**src/sv/lc3_pkg.sv**
```systemverilog
package lc3_pkg;

  typedef logic [15:0] word_t;

  // input item modes
  localparam logic [1:0] MODE_WRITE = 2'd0;
  localparam logic [1:0] MODE_READ  = 2'd1;
  localparam logic [1:0] MODE_EXEC  = 2'd2;
  localparam logic [1:0] MODE_REGRD = 2'd3;

  // register select codes beyond the general registers
  localparam logic [3:0] SEL_PC = 4'd8;
  localparam logic [3:0] SEL_CC = 4'd9;

  // opcodes
  localparam logic [3:0] OP_BR   = 4'd0;
  localparam logic [3:0] OP_ADD  = 4'd1;
  localparam logic [3:0] OP_LD   = 4'd2;
  localparam logic [3:0] OP_ST   = 4'd3;
  localparam logic [3:0] OP_JSR  = 4'd4;
  localparam logic [3:0] OP_AND  = 4'd5;
  localparam logic [3:0] OP_LDR  = 4'd6;
  localparam logic [3:0] OP_STR  = 4'd7;
  localparam logic [3:0] OP_RTI  = 4'd8;
  localparam logic [3:0] OP_NOT  = 4'd9;
  localparam logic [3:0] OP_LDI  = 4'd10;
  localparam logic [3:0] OP_STI  = 4'd11;
  localparam logic [3:0] OP_JMP  = 4'd12;
  localparam logic [3:0] OP_RES  = 4'd13;
  localparam logic [3:0] OP_LEA  = 4'd14;
  localparam logic [3:0] OP_TRAP = 4'd15;

  // condition flags
  localparam logic [2:0] FLAG_P = 3'b001;
  localparam logic [2:0] FLAG_Z = 3'b010;
  localparam logic [2:0] FLAG_N = 3'b100;

  localparam word_t PC_RESET = 16'h3000;
  localparam logic [2:0] LINK_REG = 3'd7;

  typedef struct packed {
    logic [1:0] mode;
    word_t      address;
    word_t      data;
    logic [3:0] reg_select;
  } item_t;

  typedef struct packed {
    word_t      read_value;
    word_t      pc_now;
    logic [2:0] cond_flags;
    logic       fault;
    logic       reg_written;
    logic [2:0] dest_index;
    logic       mem_written;
  } result_t;

  typedef struct packed {
    logic  en;
    logic  we;
    word_t addr;
    word_t wdata;
  } mem_req_t;

  typedef struct packed {
    logic       rd_en;
    logic [2:0] ra;
    logic [2:0] rb;
    logic       we;
    logic [2:0] wa;
    word_t      wd;
  } rf_req_t;

  function automatic word_t sext5(input word_t v);
    return {{11{v[4]}}, v[4:0]};
  endfunction

  function automatic word_t sext6(input word_t v);
    return {{10{v[5]}}, v[5:0]};
  endfunction

  function automatic word_t sext9(input word_t v);
    return {{7{v[8]}}, v[8:0]};
  endfunction

  function automatic word_t sext11(input word_t v);
    return {{5{v[10]}}, v[10:0]};
  endfunction

  function automatic logic [2:0] flags_of(input word_t v);
    if (v == 16'd0) begin
      return FLAG_Z;
    end else if (v[15]) begin
      return FLAG_N;
    end else begin
      return FLAG_P;
    end
  endfunction

  function automatic logic is_fault_op(input logic [3:0] op);
    return (op == OP_RTI) || (op == OP_RES) || (op == OP_TRAP);
  endfunction

  function automatic logic is_store_op(input logic [3:0] op);
    return (op == OP_ST) || (op == OP_STI) || (op == OP_STR);
  endfunction

endpackage

```
**src/sv/lc3_regfile.sv**
```systemverilog
module lc3_regfile (
  input  logic             clk,
  input  logic             rst,
  input  lc3_pkg::rf_req_t req,
  output lc3_pkg::word_t   rdata_a,
  output lc3_pkg::word_t   rdata_b
);
  import lc3_pkg::*;

  word_t      regs [8];
  logic [7:0] valid;

  always_ff @(posedge clk) begin
    if (req.we) begin
      regs[req.wa] <= req.wd;
    end
  end

  // never-written registers read as zero
  always_ff @(posedge clk) begin
    if (rst) begin
      valid <= '0;
    end else if (req.we) begin
      valid[req.wa] <= 1'b1;
    end
  end

  always_ff @(posedge clk) begin
    if (req.rd_en) begin
      rdata_a <= valid[req.ra] ? regs[req.ra] : '0;
      rdata_b <= valid[req.rb] ? regs[req.rb] : '0;
    end
  end

endmodule

```
**config.mk**
```make
export PLATFORM = sky130hd
export DESIGN_NAME = lc3_regfile
export DESIGN_NICKNAME = d
export VERILOG_FILES = /design/src/sv/lc3_pkg.sv /design/src/sv/lc3_regfile.sv
export SDC_FILE = /design/constraint.sdc
export NUM_CORES = 1
export LEC_CHECK = 0
export BUFFER_PORTS_ARGS = -buffer_cell sky130_fd_sc_hd__clkbuf_2
export CORE_UTILIZATION = 45
export DETAILED_ROUTE_END_ITERATION = 7
export GPL_TIMING_DRIVEN = 0
export HOLD_SLACK_MARGIN = 0.12
export PLACE_DENSITY = 0.62
export RECOVER_POWER = 50
export SETUP_SLACK_MARGIN = 0.05
export SLEW_MARGIN = 40
export SYNTH_ARGS = -nofsm -noshare
export SYNTH_HDL_FRONTEND = slang
export SYNTH_SLANG_ARGS = --single-unit
```
**constraint.sdc**
```tcl
create_clock -name clk -period 3.25 [get_ports clk]
set_input_delay 0.325 -clock clk [delete_from_list [all_inputs] [get_ports clk]]
set_output_delay 0.325 -clock clk [all_outputs]
set_load 0.05 [all_outputs]
```
Word level (Yosys, flattened, before mapping)
Memory sizes are Yosys's and may differ from the RTL's. A register that Yosys moved wholly into a read port is not among the register bits.
Index checks and enable logic that the tools add are counted.
{ "totals": {"register_bits": 8, "mem_bits_rw": 128, "input_bits": 29, "output_inout_bits": 32, "memories": 1} }
{ "mem_list": {"columns": ["memory", "words", "word_bits", "read_ports", "rd_ports_with_merged_regs", "write_ports", "line_no", "source"], "rows": [
  ["regs", 8, 16, 2, 2, 1, "lc3_regfile.sv:10", "word_t regs [8];"]
]} }
{ "classes": {"n_lt_le_gt_ge": 4, "n_mux": 8, "bitwise": 1, "n_reduce_logical": 3} }
{ "op_table": {"columns": ["operator", "n"], "rows": [
  ["$lt A3 B4 Y1 const B", 3],
  ["$or A8 B8 Y8", 1],
  ["$bmux W1 S3", 2],
  ["$mux W1", 5],
  ["$demux W1 S3", 1],
  ["$ge A3 B1 Y1 const B", 1],
  ["$logic_not A1 Y1", 2],
  ["$logic_and A1 B1 Y1", 1]
]} }

Logic depth before layout (Yosys ltp)
Gate-level depths: netlist of the first run.
{ "depth": {"word_depth": 5, "depth_mapped": 5} }

Worst setup path after synthesis of the first run
Ideal clock, no wire load.
{ "synth_path": {"path_kind": "input-to-reg", "start": "in req[18] in the netlist's numbering", "end": "mem regs[0][0] in the netlist's numbering (enable)", "setup_time_ps": 440, "arrival_time_ps": 2188, "required_ps": 2810, "path_slack_ps": 621, "stages": 1, "n_path_buf": 0, "path_cell_list": "nor4b_1"} }
{ "synth_lines": {"columns": ["element", "line_no", "source"], "rows": [
  ["from (decl)", "lc3_regfile.sv:4", "input lc3_pkg::rf_req_t req,"],
  ["to (decl)", "lc3_regfile.sv:10", null]
]} }
No word-level cell before the write port.

Worst setup path after layout of the first run
{ "layout_path": {"start": "in req[18] in the netlist's numbering", "end": "mem regs[7][7] in the netlist's numbering (enable)"} }
No word-level cell before the write port.

==> results by group, run 1 <==
Timing
  – Final hold vios: 0
  – Slew @ Worst Pin: 1.87 ns
  – Fin. max-slew vios: 33
  – Max Clk Rate: 445 MHz
  – Clock skew: 0.00838 ns
  – RSZ-0062 raised after global routing: no
  – Slew Limit Headroom: -24.7%
  – Setup violators final: 0
  – Fin worst setup slack: 1.00 ns
  – Final period util: 69.2%
  – Crit path time final: 2.25 ns

Synthesis
  – Post-Syn Nets: 376
  – Mux share of post-synthesis cell area: 25.6%
  – Post-Synth XOR/XNOR Area: 0%
  – Synth Area in Adders: 0%
  – #FFs+latches synth: 168
  – Largest area contributor in the netlist: edfxtp_1
  – Mapped cell area: 7420 sq um
  – Post-synth top flop: edfxtp_1
  – Ys async rst share: 0%
  – Top cells by area, synth: edfxtp_1, mux4_2, mux2i_1
  – Top cell type's share of synthesized area: 64.7%
  – Syn_area_per_cell: 21.4 sq um
  – Unique masters post-synth: 20
  – Yosys warning count: 0
  – Mapped Cells: 347
  – Top post-synthesis cells by count: edfxtp_1, mux4_2, mux2i_1
  – Synth Area in Compound Gates: 0.405%
  – Post-synthesis sequential area ratio: 66.9%
  – Simple-gate portion of the synthesized area: 5.12%
  – Number of enable flip-flop cells after synthesis: 160
  – Most frequent cell after synthesis: edfxtp_1
  – Main combinational cell family by area after synthesis: multiplexers

Floorplan
  – Die height: 130 um
  – Ports: 61
  – Core area: 16000 sq um
  – Site row count: 46
  – Die X: 130 um
  – Die area: 17000 sq um
  – Initial Utilization: 46.4%

Drt
  – Residual DRC count: 0
  – Initial DRC Count: 403
  – Via count: 3730
  – Wire length per cell: 24.2 um
  – Avg Vias per Cell: 5.61
  – Detailed Route WL: 16100 um
  – Drt first pass iters: 5
  – Post-route ant nets: 0

Min path
  – Worst hold path depth: 2
  – Hold Path Class: in -> reg
  – Min-Delay Startpoint: rst

Critical path
  – R2R setup slack: 1.50 ns
  – CP bufs+invs: 2
  – WP data required: 3.31 ns
  – Crit path from: req[18]
  – Crit-path max FO: 10
  – CP peak stage delay: 0.92 ns
  – Cell depth of the worst setup path: 4
  – Top cell by count, worst path: clkbuf_1
  – Crit start category: input pin
  – Slowest-stage cell, CP: nor2_1
  – Cell family with most CP delay: simple AND/OR/NAND/NOR gates
  – Crit-path cells: clkbuf_1 > nand2_1 > nor2_1 > clkbuf_1
  – R2R depth: 4
  – CP arrival: 2.30 ns
  – R2R Path Start: valid[7]$_SDFFE_PP0P_
  – Worst setup EP type: flip-flop
  – Crit Path Category: in -> reg

Clock tree
  – Clock transition at the registers of the reported paths: 0.06 ns
  – Post-CTS Repair Setup Buffers: 0
  – Clock sink total: 168
  – Post-CTS Hold Fix Bufs: 0
  – CTS tree: done
  – Clk root buf: clkbuf_16
  – Resized cells post-CTS: 0
  – CTS Buffer Depth: 2
  – Htree depth: 4
  – Inserted Clock Buffers: 17
  – Clock Latency Late Sink: 0.43 ns

Global route
  – Grt met3 use: 4.97%
  – Grt total ovfl: 0
  – Total GRT Usage: 20.8%
  – First-pass GRT wire length: 23900 um
  – Met1 Usage GRT: 26.5%
  – Number of global-route vias before repair: 3833
  – Met2 usage: 35.1%
  – Largest net degree at the start of global routing: 33
  – Most Used Layer, Global Route: met2
  – Initial antenna violation count: 0

Final layout
  – Antenna Cells: 0
  – Nets: 465
  – Layout area overhead: 17.8%
  – Layout cells sized above 1: 42.8%
  – Layout Utilization: 54.7%

Power and ir drop
  – Peak VDD IR: 412 uV
  – Leak Pwr: 2.98 nW
  – Cell Pwr Density: 604 nW/um^2

Status
  – Outcome: complete, but fails checks
  – Failing checks: capacitance limit, slew limit

Run
  – Maxcap violations: 1

Placement
  – Pre-CTS setup slack: 1.03 ns
  – IO buf count: 54
  – Post-DP HPWL: 10500 um
  – Final Wtd Congestion: 0.686
## worst reg2reg max path: stages, from the launching register on
cell     delay [ns]
dfxtp_1        0.32
mux4_2         0.50
mux2i_4        0.36
buf_12         0.25
nor2_4         0.07
## routing by layer
metal,share of wire [%],up-vias
met5,0,-
met4,2.2,0
met3,4.7,21
met2,52,106
met1,41,1961
li1,-,1642
## cell families (layout without fill, tap and decap cells)
kind of cell | Yosys count | after routing
buffers and inverters | 22 | 124
AOI/OAI and AO/OA | 3 | 3
and+or+nand+nor | 52 | 52
DFF | 168 | 168
muxes | 102 | 102
## final cells by class
class	count	area, sq um
Fill cell	1269	7250
Sequential cell	168	4960
Multi-Input combinational cell	157	2340
Clock buffer	18	429
Timing Repair Buffer	70	337
Tap cell	216	270
Clock inverter	14	251
Buffer	22	158
## power breakdown
group / switching, mW / internal (mW)
combinational: 0.286 / 0.184
clock: 0.817 / 1.51
sequential: 0.0274 / 2.45
total: 1.13 / 4.15
## flip-flops by register name, summed over array words and instances, names as in the netlist
name	count
regs	128
rdata_a	16
rdata_b	16
valid	8
## per-stage QoR
stage | std cells | total power [mW] | setup TNS (ns) | hold slack (ns) | cell area, sq um
6_report | 665 | 5.28 | 0 | 0.169 | 8750
5_1_grt | 665 | 5.42 | 0 | 0.165 | 8750
4_1_cts | 665 | 5.32 | 0 | 0.152 | 8810
3_5_place_dp | 633 | 3.01 | 0 | 0.484 | 8130
3_3_place_gp | 617 | 2.99 | -85.48 | 0.467 | 7960
2_1_floorplan | 347 | 2.85 | 0 | 0.397 | 7420
## layout by cell type, fill, tap and decap left out, drive strengths merged, types with 2 or more instances in the layout
master | synthesis | layout
dfxtp | 8 | 8
buf | 16 | 30
nand2 | 2 | 2
o21ba | 3 | 3
clkbuf | 6 | 80
mux4 | 68 | 68
bufinv | 0 | 7
and4b | 2 | 2
mux2i | 34 | 34
edfxtp | 160 | 160
nor4bb | 2 | 2
clkinv | 0 | 4
nor2 | 43 | 43
clkinvlp | 0 | 2
## final timing paths
check                             end
max reg2reg  rdata_b[4]$_SDFFCE_PN0P_
min reg2reg     valid[1]$_SDFFE_PP0P_
max              regs[7][7]$_DFFE_PP_
min             valid[6]$_SDFFE_PP0P_
No activity file was read; power rests on OpenSTA's default activity.
==> inputs of run 2 (changes only) <==
--- a/config.mk
+++ b/config.mk
@@ -5,12 +5,13 @@
 export SDC_FILE = /design/constraint.sdc
 export NUM_CORES = 1
 export LEC_CHECK = 0
+export ABC_AREA = 1
 export BUFFER_PORTS_ARGS = -buffer_cell sky130_fd_sc_hd__clkbuf_2
 export CORE_UTILIZATION = 45
 export DETAILED_ROUTE_END_ITERATION = 7
 export GPL_TIMING_DRIVEN = 0
 export HOLD_SLACK_MARGIN = 0.12
-export PLACE_DENSITY = 0.62
+export PLACE_DENSITY = 0.64
 export RECOVER_POWER = 50
 export SETUP_SLACK_MARGIN = 0.05
 export SLEW_MARGIN = 40
==> constraint.sdc (replaced) <==
create_clock -name clk -period 2 [get_ports clk]
set_input_delay 0.2 -clock clk [delete_from_list [all_inputs] [get_ports clk]]
set_output_delay 0.2 -clock clk [all_outputs]
set_load 0.05 [all_outputs]
==> run 2 against run 1 <==
Effect of this change: the run still ends with capacitance limit, slew limit left; non-clock buffer count rose by 36; synthesized area rose by 16%; sequential share of layout area fell by 6.7 points; clock power rose by 43%; combinational power rose by 140%; routed wire length rose by 57%; cell area rose by 13%; critical path depth did not move; clock-buffer cell count fell by 1; synthesized cell count rose to 3.0 times the previous value; critical path type unchanged.
==> results by group, run 2 <==
Final layout
  – Antenna Cells: 0
  – Commonest non-fill, non-tap cells in the layout: nand2_1, inv_1, edfxtp_1
  – Largest regs: regs (128), rdata_a (16), rdata_b (16)
  – Nets: 1163
  – Fill count: 1724
  – Layout cells sized above 1: 10.7%
  – Multi-input combinational cell area: 2560 sq um
  – Most common cell after layout, fill and taps aside: nand2_1
  – Layout area overhead: 15.6%
  – FF+latch area: 4960 sq um
  – Layout Utilization: 53.1%
  – Largest register FFs: 128
  – Reg with most FFs: regs

Clock tree
  – Clk root buf: clkbuf_16
  – Clock sink total: 168
  – Clock Latency Late Sink: 0.45 ns
  – CTS Buffer Depth: 2
  – CTS tree: done
  – Inserted Clock Buffers: 17
  – Htree depth: 4
  – Post-CTS Repair Setup Buffers: 0
  – Clock transition at the registers of the reported paths: 0.06 ns

Global route
  – Largest net degree at the start of global routing: 33
  – First-pass GRT wire length: 37700 um
  – Number of global-route vias before repair: 6514
  – Grt total ovfl: 0
  – Total GRT Usage: 26.6%
  – Initial antenna violation count: 0

Drt
  – Residual DRC count: 0
  – Wire length per cell: 18.2 um
  – Post-route ant nets: 0
  – Detailed Route WL: 25200 um
  – Via count: 7068
  – Avg Vias per Cell: 5.12
  – Initial DRC Count: 1077
  – Drt first pass iters: 8

Synthesis
  – Mapped cell area: 8590 sq um
  – Syn_area_per_cell: 8.27 sq um
  – Largest area contributor in the netlist: edfxtp_1
  – Top post-synthesis cells by count: nand2_1, inv_1, edfxtp_1
  – Ys async rst share: 0%
  – Post-Syn Nets: 1067
  – Yosys warning count: 0
  – Top cell type's share of synthesized area: 56.0%
  – Mapped Cells: 1038
  – Post-synth top flop: edfxtp_1
  – #FFs+latches synth: 168
  – Top cells by area, synth: edfxtp_1, nand2_1, nand3_1
  – Most frequent cell after synthesis: nand2_1
  – Unique masters post-synth: 16
  – Post-synthesis sequential area ratio: 57.8%
  – Number of enable flip-flop cells after synthesis: 160

Critical path
  – Worst setup EP type: flip-flop
  – CP peak stage delay: 0.88 ns
  – Crit-path cells: clkbuf_1 > nand2_1 > nor2_1 > buf_8
  – Crit start category: input pin
  – CP bufs+invs: 2
  – Cell family with most CP delay: simple AND/OR/NAND/NOR gates
  – Crit-path max FO: 10
  – WP data required: 2.15 ns
  – Slowest-stage cell, CP: nor2_1
  – Crit Path Category: in -> reg
  – CP arrival: 1.62 ns

Timing
  – Max Clk Rate: 681 MHz
  – Setup violators final: 0
  – Clock skew: 0.00696 ns
  – Slew @ Worst Pin: 1.50 ns
  – Fin worst setup slack: 0.532 ns
  – Final period util: 73.4%
  – Fin. max-slew vios: 32
  – RSZ-0062 raised after global routing: no
  – Final hold vios: 0
  – Slew Limit Headroom: -0.269%
  – Crit path time final: 1.47 ns

Power and ir drop
  – Peak VDD IR: 607 uV
  – Cell Pwr Density: 857 nW/um^2
  – Tot Pwr: 8.50 mW
  – Leak Pwr: 4.95 nW

Floorplan
  – Initial Utilization: 45.9%
  – Ports: 61
  – Core area: 18700 sq um
  – Die X: 140 um
  – Die area: 19600 sq um
  – Die height: 140 um
  – Site row count: 50

Run
  – Maxcap violations: 1

Status
  – Failing checks: capacitance limit, slew limit
  – Outcome: complete, but fails checks

Placement
  – Pre-CTS setup slack: 0.104 ns
  – Post-DP HPWL: 16400 um
  – IO buf count: 55
  – Final Wtd Congestion: 0.875

Min path
  – Hold Path Class: in -> reg
[run 2: cell types whose count changed after synthesis, moves of 3 or more]
cell,change
buf_6,+11
a21oi_1,+6
buf_4,+13
inv_2,+4
mux2i_1,-32
buf_2,+4
mux4_2,-68
o21ba_2,-3
nor2_4,-20
inv_1,+179
nand2_1,+478
nand3_1,+136
nor2_1,-14
[run 2: what timing repair did]
action                                 in CTS  in global routing
hold buffers                               17                  0
endpoints found under the hold margin     133                  0
gates resized for setup                     0                  0
[run 2: routing by layer]
layer | vias to the layer above | GRT usage [%] | part of all wire [%]
met3 | 64 | 7.35 | 11
met4 | 0 | 11.3 | 3.2
met2 | 424 | 40.9 | 44
met5 | - | 0 | 0
met1 | 3175 | 35.3 | 42
li1 | 3405 | - | -
[run 2: through the flow]
step | setup TNS (ns) | cells | hold slack, ns | cell area (sq um)
floorplan | 0 | 1038 | 0.299 | 8590
detailed placement | 0 | 1332 | 0.461 | 9210
CTS | 0 | 1381 | 0.129 | 9970
global route | 0 | 1381 | 0.163 | 9930
global placement | -34.56 | 1327 | 0.452 | 9160
finish | 0 | 1381 | 0.142 | 9930
[run 2: tightest hold or removal path, stage by stage]
cell and delay (ns):
clkbuf_2 0.12, nor2_1 0.05, nand2_1 0.09, a21oi_1 0.06
[run 2: cells by family after synthesis]
group	share of synthesized area, %
AND/OR/NAND/NOR	29.5
buffers and inverters	12.3
flip-flops	57.8
AO/OA/AOI/OAI	0.350
[run 2: layout make-up]
| class | instances | share of cell area, % |
|---|---|---|
| flip-flops and latches | 168 | 50.0 |
| clock inverters | 15 | 1.65 |
| clock buffers | 17 | 4.29 |
| multi-input cells | 634 | 25.8 |
| repair buffers | 77 | 4.60 |
| inverters | 185 | 7.00 |
| well taps | 234 | 2.95 |
| plain buffers | 51 | 3.67 |
[run 2: report_power, final]
| group | internal (mW) | leakage, nW | switching [mW] |
|---|---|---|---|
| Clock | 1.87 | 0.286 | 1.48 |
| Sequential | 4.00 | 1.56 | 0.0306 |
| Combinational | 0.303 | 3.11 | 0.827 |
[run 2: worst paths after layout]
check                                      startpoint                       end  slack [ns]  cells past startpoint
worst min register to register  valid[7]$_SDFFE_PP0P_     valid[7]$_SDFFE_PP0P_        0.47                      2
worst max register to register  valid[3]$_SDFFE_PP0P_  rdata_b[4]$_SDFFCE_PN0P_        0.68                      9
worst min-delay path                          req[18]     valid[0]$_SDFFE_PP0P_        0.14                      4
worst max-delay path                          req[17]     regs[7][13]$_DFFE_PP_        0.53                      4
